## config.mk

```make
export PLATFORM = sky130hd
export DESIGN_NAME = sha1_hash_engine
export DESIGN_NICKNAME = d
export VERILOG_FILES = /design/src/design/sha1_pkg.sv /design/src/design/sha1_sched.sv /design/src/design/sha1_round.sv /design/src/design/sha1_hash_engine.sv
export SDC_FILE = /design/constraint.sdc
export NUM_CORES = 2
export LEC_CHECK = 0
export ABC_AREA = 1
export BUFFER_PORTS_ARGS = -buffer_cell sky130_fd_sc_hd__clkbuf_2
export CORE_UTILIZATION = 65
export DETAILED_ROUTE_END_ITERATION = 12
export PLACE_DENSITY = 0.83
export SLEW_MARGIN = 10
export SYNTH_ARGS = -nofsm -noshare
export SYNTH_HDL_FRONTEND = slang
export SYNTH_SLANG_ARGS = --single-unit
```

## constraint.sdc

```tcl
create_clock -name clk -period 22.4 [get_ports clk]
set_clock_uncertainty 0.05 [all_clocks]
set_input_delay 4.48 -clock clk [delete_from_list [all_inputs] [get_ports clk]]
set_output_delay 4.48 -clock clk [all_outputs]
set_load 0.05 [all_outputs]
```

## src/design/sha1_pkg.sv

```systemverilog
`timescale 1ns / 1ps

package sha1_pkg;

    // Block and digest geometry
    localparam int ROUNDS        = 80;
    localparam int ROUND_W       = $clog2(ROUNDS);
    localparam int WIN_WORDS     = 16;
    localparam int DIGEST_WORDS  = 5;
    localparam int MSG_LEN_W     = 61;

    // Command codes on the input tuser field
    localparam logic [1:0] CMD_ABSORB        = 2'd0;
    localparam logic [1:0] CMD_ABSORB_FINISH = 2'd1;
    localparam logic [1:0] CMD_FINISH        = 2'd2;

    // Padding marker byte
    localparam logic [7:0] PAD_MARKER = 8'h80;

    // Fill positions that steer the padding sequence
    localparam logic [5:0] FILL_LAST    = 6'd63;
    localparam logic [5:0] FILL_LEN_POS = 6'd56;

    typedef enum logic [2:0] {
        ST_IDLE,
        ST_ROUND,
        ST_ADD,
        ST_PAD_MARK,
        ST_PAD_ZERO,
        ST_PAD_LEN,
        ST_OUT
    } sha1_state_t;

    // Control from the sequencer to the schedule window and round unit
    typedef struct packed {
        logic       load_byte;
        logic [7:0] byte_val;
        logic       round_start;
        logic       round_step;
        logic       chain_add;
        logic       chain_init;
    } sha1_ctrl_t;

    function automatic logic [31:0] init_word(input logic [2:0] idx);
        logic [31:0] w;
        case (idx)
            3'd0:    w = 32'h67452301;
            3'd1:    w = 32'hEFCDAB89;
            3'd2:    w = 32'h98BADCFE;
            3'd3:    w = 32'h10325476;
            default: w = 32'hC3D2E1F0;
        endcase
        return w;
    endfunction

    function automatic logic [31:0] round_k(input logic [ROUND_W-1:0] t);
        logic [31:0] k;
        if (t < ROUND_W'(20)) begin
            k = 32'h5A827999;
        end
        else if (t < ROUND_W'(40)) begin
            k = 32'h6ED9EBA1;
        end
        else if (t < ROUND_W'(60)) begin
            k = 32'h8F1BBCDC;
        end
        else begin
            k = 32'hCA62C1D6;
        end
        return k;
    endfunction

endpackage

```

## src/design/sha1_sched.sv

```systemverilog
`timescale 1ns / 1ps

module sha1_sched (
    input  logic                clk,
    input  sha1_pkg::sha1_ctrl_t ctrl,
    output logic [31:0]         w_cur
);
    import sha1_pkg::*;

    logic [31:0] win_reg  [WIN_WORDS];
    logic [31:0] win_next [WIN_WORDS];
    logic [31:0] w_mix;
    logic [31:0] w_new;

    // Word used by the current round is always the oldest in the window
    assign w_cur = win_reg[0];

    // Next expanded word, sixteen rounds ahead
    assign w_mix = win_reg[13] ^ win_reg[8] ^ win_reg[2] ^ win_reg[0];
    assign w_new = {w_mix[30:0], w_mix[31]};

    // Shift in message bytes while filling, shift whole words while hashing
    always_comb
    begin
        for (int i = 0; i < WIN_WORDS; i++)
        begin
            win_next[i] = win_reg[i];
        end
        if (ctrl.load_byte)
        begin
            for (int i = 0; i < WIN_WORDS - 1; i++)
            begin
                win_next[i] = {win_reg[i][23:0], win_reg[i+1][31:24]};
            end
            win_next[WIN_WORDS-1] = {win_reg[WIN_WORDS-1][23:0], ctrl.byte_val};
        end
        else if (ctrl.round_step)
        begin
            for (int i = 0; i < WIN_WORDS - 1; i++)
            begin
                win_next[i] = win_reg[i+1];
            end
            win_next[WIN_WORDS-1] = w_new;
        end
    end

    always_ff @(posedge clk)
    begin
        for (int i = 0; i < WIN_WORDS; i++)
        begin
            win_reg[i] <= win_next[i];
        end
    end

endmodule

```

## src/design/sha1_round.sv

```systemverilog
`timescale 1ns / 1ps

module sha1_round (
    input  logic                                   clk,
    input  logic                                   rst_n,
    input  sha1_pkg::sha1_ctrl_t                   ctrl,
    input  logic [31:0]                            w_cur,
    output logic [sha1_pkg::DIGEST_WORDS-1:0][31:0] chain_words,
    output logic                                   last_round
);
    import sha1_pkg::*;

    logic [31:0] a_reg, b_reg, c_reg, d_reg, e_reg;
    logic [31:0] a_next, b_next, c_next, d_next, e_next;
    logic [ROUND_W-1:0] t_reg, t_next;
    logic [DIGEST_WORDS-1:0][31:0] chain_reg, chain_next;
    logic [31:0] f_val;
    logic [31:0] sum_val;

    assign chain_words = chain_reg;
    assign last_round  = (t_reg == ROUND_W'(ROUNDS - 1));

    // Round function by stage of the compression
    always_comb
    begin
        if (t_reg < ROUND_W'(20))
        begin
            f_val = (b_reg & c_reg) | (~b_reg & d_reg);
        end
        else if (t_reg < ROUND_W'(40))
        begin
            f_val = b_reg ^ c_reg ^ d_reg;
        end
        else if (t_reg < ROUND_W'(60))
        begin
            f_val = (b_reg & c_reg) | (b_reg & d_reg) | (c_reg & d_reg);
        end
        else
        begin
            f_val = b_reg ^ c_reg ^ d_reg;
        end
    end

    assign sum_val = {a_reg[26:0], a_reg[31:27]} + f_val + e_reg + round_k(t_reg) + w_cur;

    // Load working words, or advance one round
    always_comb
    begin
        a_next = a_reg;
        b_next = b_reg;
        c_next = c_reg;
        d_next = d_reg;
        e_next = e_reg;
        t_next = t_reg;
        if (ctrl.round_start)
        begin
            a_next = chain_reg[0];
            b_next = chain_reg[1];
            c_next = chain_reg[2];
            d_next = chain_reg[3];
            e_next = chain_reg[4];
            t_next = '0;
        end
        else if (ctrl.round_step)
        begin
            a_next = sum_val;
            b_next = a_reg;
            c_next = {b_reg[1:0], b_reg[31:2]};
            d_next = c_reg;
            e_next = d_reg;
            t_next = t_reg + ROUND_W'(1);
        end
    end

    // Fold the block result into the chaining words, or restart them
    always_comb
    begin
        chain_next = chain_reg;
        if (ctrl.chain_init)
        begin
            for (int i = 0; i < DIGEST_WORDS; i++)
            begin
                chain_next[i] = init_word(3'(i));
            end
        end
        else if (ctrl.chain_add)
        begin
            chain_next[0] = chain_reg[0] + a_reg;
            chain_next[1] = chain_reg[1] + b_reg;
            chain_next[2] = chain_reg[2] + c_reg;
            chain_next[3] = chain_reg[3] + d_reg;
            chain_next[4] = chain_reg[4] + e_reg;
        end
    end

    always_ff @(posedge clk or negedge rst_n)
    begin
        if (!rst_n)
        begin
            t_reg <= '0;
            for (int i = 0; i < DIGEST_WORDS; i++)
            begin
                chain_reg[i] <= init_word(3'(i));
            end
        end
        else
        begin
            t_reg     <= t_next;
            chain_reg <= chain_next;
        end
    end

    always_ff @(posedge clk)
    begin
        a_reg <= a_next;
        b_reg <= b_next;
        c_reg <= c_next;
        d_reg <= d_next;
        e_reg <= e_next;
    end

endmodule

```

## src/design/sha1_hash_engine.sv

```systemverilog
`timescale 1ns / 1ps
// Channel   Dir  tdata               tuser              tlast
// s_*       in   [7:0] data_byte     [1:0] cmd          -
// m_*       out  [31:0] digest_word  [2:0] word_index   last_word
//
// Bytes are taken one a cycle in idle; the 64th byte of a block starts the 80
// rounds and the chaining add, all through the single round unit. A finish
// pushes 9 to 72 padding and length bytes, one a cycle, with one idle state
// (ST_PAD_ZERO) before the length; a full block on the way is hashed first. The
// five digest words are then offered one a cycle; m_tready stalls hold the
// output phase. s_tready is high only in idle. Reset loads the initial words.

module sha1_hash_engine (
    input  logic        clk,
    input  logic        rst_n,
    input  logic        s_tvalid,
    output logic        s_tready,
    input  logic [7:0]  s_tdata,   // [7:0] data_byte
    input  logic [1:0]  s_tuser,   // [1:0] cmd
    output logic        m_tvalid,
    input  logic        m_tready,
    output logic [31:0] m_tdata,   // [31:0] digest_word
    output logic [2:0]  m_tuser,   // [2:0] word_index
    output logic        m_tlast
);
    import sha1_pkg::*;

    sha1_state_t state_reg, state_next;
    sha1_state_t resume_reg, resume_next;
    logic [5:0]            fill_reg, fill_next;
    logic [MSG_LEN_W-1:0]  msg_reg, msg_next;
    logic [2:0]            idx_reg, idx_next;
    sha1_ctrl_t            ctrl;
    logic [31:0]           w_cur;
    logic [DIGEST_WORDS-1:0][31:0] chain_words;
    logic                  last_round;
    logic                  s_acc;
    logic                  m_acc;
    logic                  absorb_cmd;
    logic                  block_full;
    logic [63:0]           len_shift;

    assign s_tready   = (state_reg == ST_IDLE);
    assign m_tvalid   = (state_reg == ST_OUT);
    assign s_acc      = s_tvalid & s_tready;
    assign m_acc      = m_tvalid & m_tready;
    assign absorb_cmd = (s_tuser == CMD_ABSORB) || (s_tuser == CMD_ABSORB_FINISH);
    assign block_full = (fill_reg == FILL_LAST);

    // Bit count, most significant byte first as the fill position advances
    assign len_shift = {msg_reg, 3'b000} << {fill_reg[2:0], 3'b000};

    assign m_tdata = chain_words[idx_reg];
    assign m_tuser = idx_reg;
    assign m_tlast = (idx_reg == 3'(DIGEST_WORDS - 1));

    // Next state
    always_comb
    begin
        state_next = state_reg;
        case (state_reg)
            ST_IDLE:
            begin
                if (s_acc)
                begin
                    if (absorb_cmd && block_full)
                    begin
                        state_next = ST_ROUND;
                    end
                    else if ((s_tuser == CMD_ABSORB_FINISH) || (s_tuser == CMD_FINISH))
                    begin
                        state_next = ST_PAD_MARK;
                    end
                end
            end
            ST_ROUND:
            begin
                if (last_round)
                begin
                    state_next = ST_ADD;
                end
            end
            ST_ADD:
            begin
                state_next = resume_reg;
            end
            ST_PAD_MARK:
            begin
                state_next = block_full ? ST_ROUND : ST_PAD_ZERO;
            end
            ST_PAD_ZERO:
            begin
                if (fill_reg == FILL_LEN_POS)
                begin
                    state_next = ST_PAD_LEN;
                end
                else if (block_full)
                begin
                    state_next = ST_ROUND;
                end
            end
            ST_PAD_LEN:
            begin
                if (block_full)
                begin
                    state_next = ST_ROUND;
                end
            end
            ST_OUT:
            begin
                if (m_acc && m_tlast)
                begin
                    state_next = ST_IDLE;
                end
            end
            default:
            begin
                state_next = ST_IDLE;
            end
        endcase
    end

    // Sequencer outputs and counters
    always_comb
    begin
        ctrl        = '0;
        fill_next   = fill_reg;
        msg_next    = msg_reg;
        idx_next    = idx_reg;
        resume_next = resume_reg;
        case (state_reg)
            ST_IDLE:
            begin
                if (s_acc && absorb_cmd)
                begin
                    ctrl.load_byte = 1'b1;
                    ctrl.byte_val  = s_tdata;
                    fill_next      = fill_reg + 6'd1;
                    msg_next       = msg_reg + MSG_LEN_W'(1);
                    if (block_full)
                    begin
                        ctrl.round_start = 1'b1;
                        resume_next = (s_tuser == CMD_ABSORB_FINISH) ? ST_PAD_MARK : ST_IDLE;
                    end
                end
            end
            ST_ROUND:
            begin
                ctrl.round_step = 1'b1;
            end
            ST_ADD:
            begin
                ctrl.chain_add = 1'b1;
            end
            ST_PAD_MARK:
            begin
                ctrl.load_byte = 1'b1;
                ctrl.byte_val  = PAD_MARKER;
                fill_next      = fill_reg + 6'd1;
                if (block_full)
                begin
                    ctrl.round_start = 1'b1;
                    resume_next      = ST_PAD_ZERO;
                end
            end
            ST_PAD_ZERO:
            begin
                if (fill_reg != FILL_LEN_POS)
                begin
                    ctrl.load_byte = 1'b1;
                    ctrl.byte_val  = 8'h00;
                    fill_next      = fill_reg + 6'd1;
                    if (block_full)
                    begin
                        ctrl.round_start = 1'b1;
                        resume_next      = ST_PAD_ZERO;
                    end
                end
            end
            ST_PAD_LEN:
            begin
                ctrl.load_byte = 1'b1;
                ctrl.byte_val  = len_shift[63:56];
                fill_next      = fill_reg + 6'd1;
                if (block_full)
                begin
                    ctrl.round_start = 1'b1;
                    resume_next      = ST_OUT;
                end
            end
            ST_OUT:
            begin
                if (m_acc)
                begin
                    if (m_tlast)
                    begin
                        idx_next        = '0;
                        msg_next        = '0;
                        ctrl.chain_init = 1'b1;
                    end
                    else
                    begin
                        idx_next = idx_reg + 3'd1;
                    end
                end
            end
            default:
            begin
                ctrl = '0;
            end
        endcase
    end

    always_ff @(posedge clk or negedge rst_n)
    begin
        if (!rst_n)
        begin
            state_reg  <= ST_IDLE;
            resume_reg <= ST_IDLE;
            fill_reg   <= '0;
            msg_reg    <= '0;
            idx_reg    <= '0;
        end
        else
        begin
            state_reg  <= state_next;
            resume_reg <= resume_next;
            fill_reg   <= fill_next;
            msg_reg    <= msg_next;
            idx_reg    <= idx_next;
        end
    end

    sha1_sched u_sched (
        .clk   (clk),
        .ctrl  (ctrl),
        .w_cur (w_cur)
    );

    sha1_round u_round (
        .clk         (clk),
        .rst_n       (rst_n),
        .ctrl        (ctrl),
        .w_cur       (w_cur),
        .chain_words (chain_words),
        .last_round  (last_round)
    );

endmodule
```

After elaboration in Yosys (flattened, before gate mapping)

Memories as Yosys holds them, arrays and structs flattened.
Index checks and enable logic that the tools add are counted.

Register bits: 403
Memory bits (writable): 512
Bits of input ports: 14
Output and inout port bits: 38
Word-level logic and storage cells: 148
Memories: 1

$add $sub $neg: 13
Magnitude comparators: 4
Eq/ne operators: 23
Shift operators: 1
Mux-type cells: 57
Bitwise logic cells: 15
Reductions and logical operators: 18

Memories:

| memory          | depth | width | rd ports | clocked after memory_dff | write ports | line             | RTL |
|---|---|---|---|---|---|---|---|
| u_sched.win_reg | 16    | 32    | 16       | 0                        | 16          | sha1_sched.sv:10 | `logic [31:0] win_reg [WIN_WORDS];` |

Operators with widths:

| kind                  | count |
|---|---|
| $mux 512              | 2 |
| $mux 32               | 16 |
| $mux 160              | 2 |
| $add 32x32->32        | 9 |
| $mux 61               | 3 |
| $xor 32x32->32        | 5 |
| $and 32x32->32        | 4 |
| $pmux 61 s2           | 1 |
| $bmux 32 s3           | 1 |
| $or 32x32->32         | 3 |
| $shl 64x6->64         | 1 |
| $add 61x1->61 const B | 1 |
| $mux 3                | 14 |
| $pmux 10 s4           | 1 |
| $not 32->32           | 1 |
| $mux 31               | 1 |
| $pmux 3 s7            | 1 |
| $mux 10               | 2 |
| $pmux 6 s3            | 1 |
| $lt 7x6->1 const B    | 2 |
| $mux 7                | 2 |
| $eq 3x3->1 const B    | 4 |
| $eq 6x6->1 const B    | 2 |
| $mux 6                | 2 |
| other kinds (30)      | 50 |

Longest topological paths before layout

Depth after elaboration: 12
Depth in mapped cells: 27
Depth with buffers taken out: 26

Modules after synthesis

From an unflattened synthesis, not the netlist that was laid out.

Cell total of the unflattened synthesis: 7721
Area, all modules: 59677.2 um2

Modules (own cells, without submodules):

| module           | instances | cells each | area each (um2) | sequential area each (um2) |
|---|---|---|---|---|
| sha1_round       | 1         | 4058       | 29029.1         | 9083.7 |
| sha1_sched       | 1         | 2557       | 23892.9         | 15374.7 |
| sha1_hash_engine | 1         | 1106       | 6755.2          | 1901.8 |

Worst setup path after synthesis

OpenSTA, ideal clock, no wires.

Path kind: in2reg
Start point: input s_tuser[1]
End point: memory u_sched.win_reg[0][0] (enable)
Library setup time: 3676 ps
Arrival time: 13758 ps
Required time: 18674 ps
Slack: 4916 ps
Stages: 10
Buffers on the path: 2
Path through: inv_1 -> ha_1 -> nor2_1 -> nor2_1 -> nand2_1 -> nand3_2 -> inv_2 -> buf_2 -> buf_2 -> nand2_1

RTL lines:

| element         | line                   | RTL |
|---|---|---|
| start, declared | sha1_hash_engine.sv:19 | `input logic [1:0] s_tuser,` |
| end, declared   | sha1_sched.sv:10       |  |

==> impl_metrics.json <==
{
  "status": "complete, no violations",
  "seq_area_frac_synth": 0.448,
  "synth_cells": 7532,
  "core_um2": 89900,
  "instances_no_fill": 8738,
  "clk_latency_ns": 0.72,
  "cts_sinks": 915,
  "period_needed_ns": 10.16,
  "routabilityCongestion": 1.10,
  "start_util": 0.655,
  "synth_area_leaders": "edfxtp_1 (34%), nand2_1 (18%), dfrtp_1 (6.9%)",
  "via_per_inst": 6.03,
  "area_growth_pct": 7.11,
  "syn_area_um2": 58900,
  "synth_edf_count": 672,
  "grt_pass1_vias": 48900,
  "yosysMostFrequentCell": "nand2_1",
  "ioPinCount": 52,
  "h-tree-depth": 3,
  "synth_cell_types": 52,
  "hold_slack_ns": 0.427,
  "clock_path_buffers": 3,
  "cts_tree": "built",
  "place_area_um2": 59900,
  "start_kind": "input pin",
  "cts_setup_buffers": 0,
  "grt_antenna_before_repair": 4,
  "rows": 110,
  "yosys_warnings": 0,
  "tns_ns": 0,
  "setup_viol": 0,
  "holdBufCountCts": 0,
  "drive_above_1_share": 0.0463,
  "dieArea_um2": 91800,
  "io_buffers": 51,
  "synth_commonest_cells": "nand2_1 (2,870), inv_1 (875), edfxtp_1 (672)",
  "ys_ff_latch": 915,
  "hold_depth": 1,
  "synth_top_area_share": 0.343,
  "die_y_um": 303,
  "path_clk_slew_ns": 0.06,
  "vias": 52700,
  "wirelength_um": 190000,
  "die_width_um": 303,
  "cp.required_ns": 22.66,
  "relSlewSlack": 0.171,
  "fin_util": 0.702,
  "final_area_um2": 63100,
  "yosysTopAreaCell": "edfxtp_1",
  "hpwl_um": 139000,
  "root_buffer": "clkbuf_16",
  "largest_register_ffs": 512,
  "arrival_ns": 10.42,
  "power_mw": 3.49,
  "postCtsResizedCells": 0,
  "r2r_cells": 11,
  "preCtsSetupSlack_ns": 11.43,
  "power_density_nw_per_um2": 55.3,
  "leakage_nw": 30.1,
  "drt-pass1-iter-count": 9,
  "hold_viol_final": 0,
  "worst_pin_slew_ns": 1.23,
  "async_reset_ff_frac": 0.266,
  "grt_max_degree": 247,
  "mappedNetlistNets": 7898,
  "routedWlPerCell_um": 21.8,
  "critPathKind": "input pin to flip-flop",
  "fmax_ghz": 0.0985,
  "endpoint_kind": "flip-flop",
  "grt.overflow.total": 0,
  "fin_nets": 7843,
  "drtAntennaViolNets": 0,
  "finalWorstSetupSlack_ns": 12.24,
  "cts_made_buffers": 97,
  "drc": 0,
  "hold_path_class": "flip-flop to flip-flop",
  "drt-initial-drc-count": 6902,
  "grt_use_total": 0.413,
  "fin_crit_sh": 0.453,
  "grt_pass1_wl_um": 285000,
  "cap_violations": 0,
  "irDropWorstVdd_mv": 0.0664,
  "rsz0062_at_grt": "false",
  "report.final.slew_viol_count": 0,
  "dpl.cell_count": 8554,
  "cp_max_fo": 212,
  "synth_flop_cell": "edfxtp_1",
  "avgSynthCellArea_um2": 7.82
}
cells in the final DEF, fill, tap and decap left out, drive strengths merged, types with 10 or more instances in the layout:
| master | instances |
|---|---|
| nand2 | 2873 |
| nand3 | 367 |
| buf | 38 |
| xnor2 | 100 |
| nand3b | 14 |
| clkinv | 40 |
| o21ai | 537 |
| nor3 | 75 |
| or2 | 14 |
| o211ai | 17 |
| clkbuf | 181 |
| o22ai | 69 |
| nand4 | 84 |
| ha | 228 |
| dfrtp | 163 |
| a21oi | 368 |
| edfxtp | 672 |
| xor2 | 70 |
| dfstp | 80 |
| fa | 124 |
| inv | 884 |
| o21bai | 27 |
| nor2 | 458 |
| o221ai | 10 |
report_power, final:
part / internal [mW] / switching (mW)
Clock: 0.911 / 0.732
Sequential: 1.80 / 0.000869
Combinational: 0.00652 / 0.0336
Total: 2.72 / 0.766
path summary, 6_finish.rpt:
path / startpoint / to / slack (ns)
setup / recovery: s_tuser[1] / u_sched.win_reg[9][0] / 12.24
hold / removal: fill_reg[5] / fill_reg[5] / 0.43
setup reg to reg: fill_reg[1] / u_sched.win_reg[9][0] / 15.01
hold reg to reg: fill_reg[5] / fill_reg[5] / 0.43
max in group asynchronous: rst_n / u_round.chain_words[155] / 16.48
min in group asynchronous: rst_n / u_round.chain_words[90] / 3.68
worst max-delay path, cell delays in order:
cell and delay [ns]:
clkbuf_2 0.08, inv_1 0.07, ha_1 0.17, nor2_1 0.07
nor2_1 0.08, nand2_1 0.14, nand3_4 0.47, inv_8 0.37
nand2_4 0.83, buf_4 0.76, buf_4 0.90, buf_4 0.91
buf_12 0.79
metal layers:
metal  GRT usage  wire length, µm  vias up
met5     0.00259               57        -
met4       0.283            15600        6
met3      0.0928            19800      702
met2       0.626            83100     2943
met1       0.531            71700    24700
li1            -                -    24400
area by class of cell:
type / count / area (µm²)
Clock buffer: 131 / 2620
Fill cell: 7295 / 26800
Inverter: 887 / 3340
Multi-Input combinational cell: 5488 / 28100
Antenna cell: 1 / 2.50
Timing Repair Buffer: 88 / 568
Sequential cell: 915 / 26400
Tap cell: 1176 / 1470
Clock inverter: 52 / 589
logic make-up after synthesis:
kind of cell / after synthesis / synth area share
simple gates: 3902 / 0.265
buf+inv: 1129 / 0.0754
compound gates: 1064 / 0.0960
flops: 915 / 0.448
fa+ha+maj: 352 / 0.0906
xor+xnor: 170 / 0.0253
No activity file was read; power rests on OpenSTA's default activity.
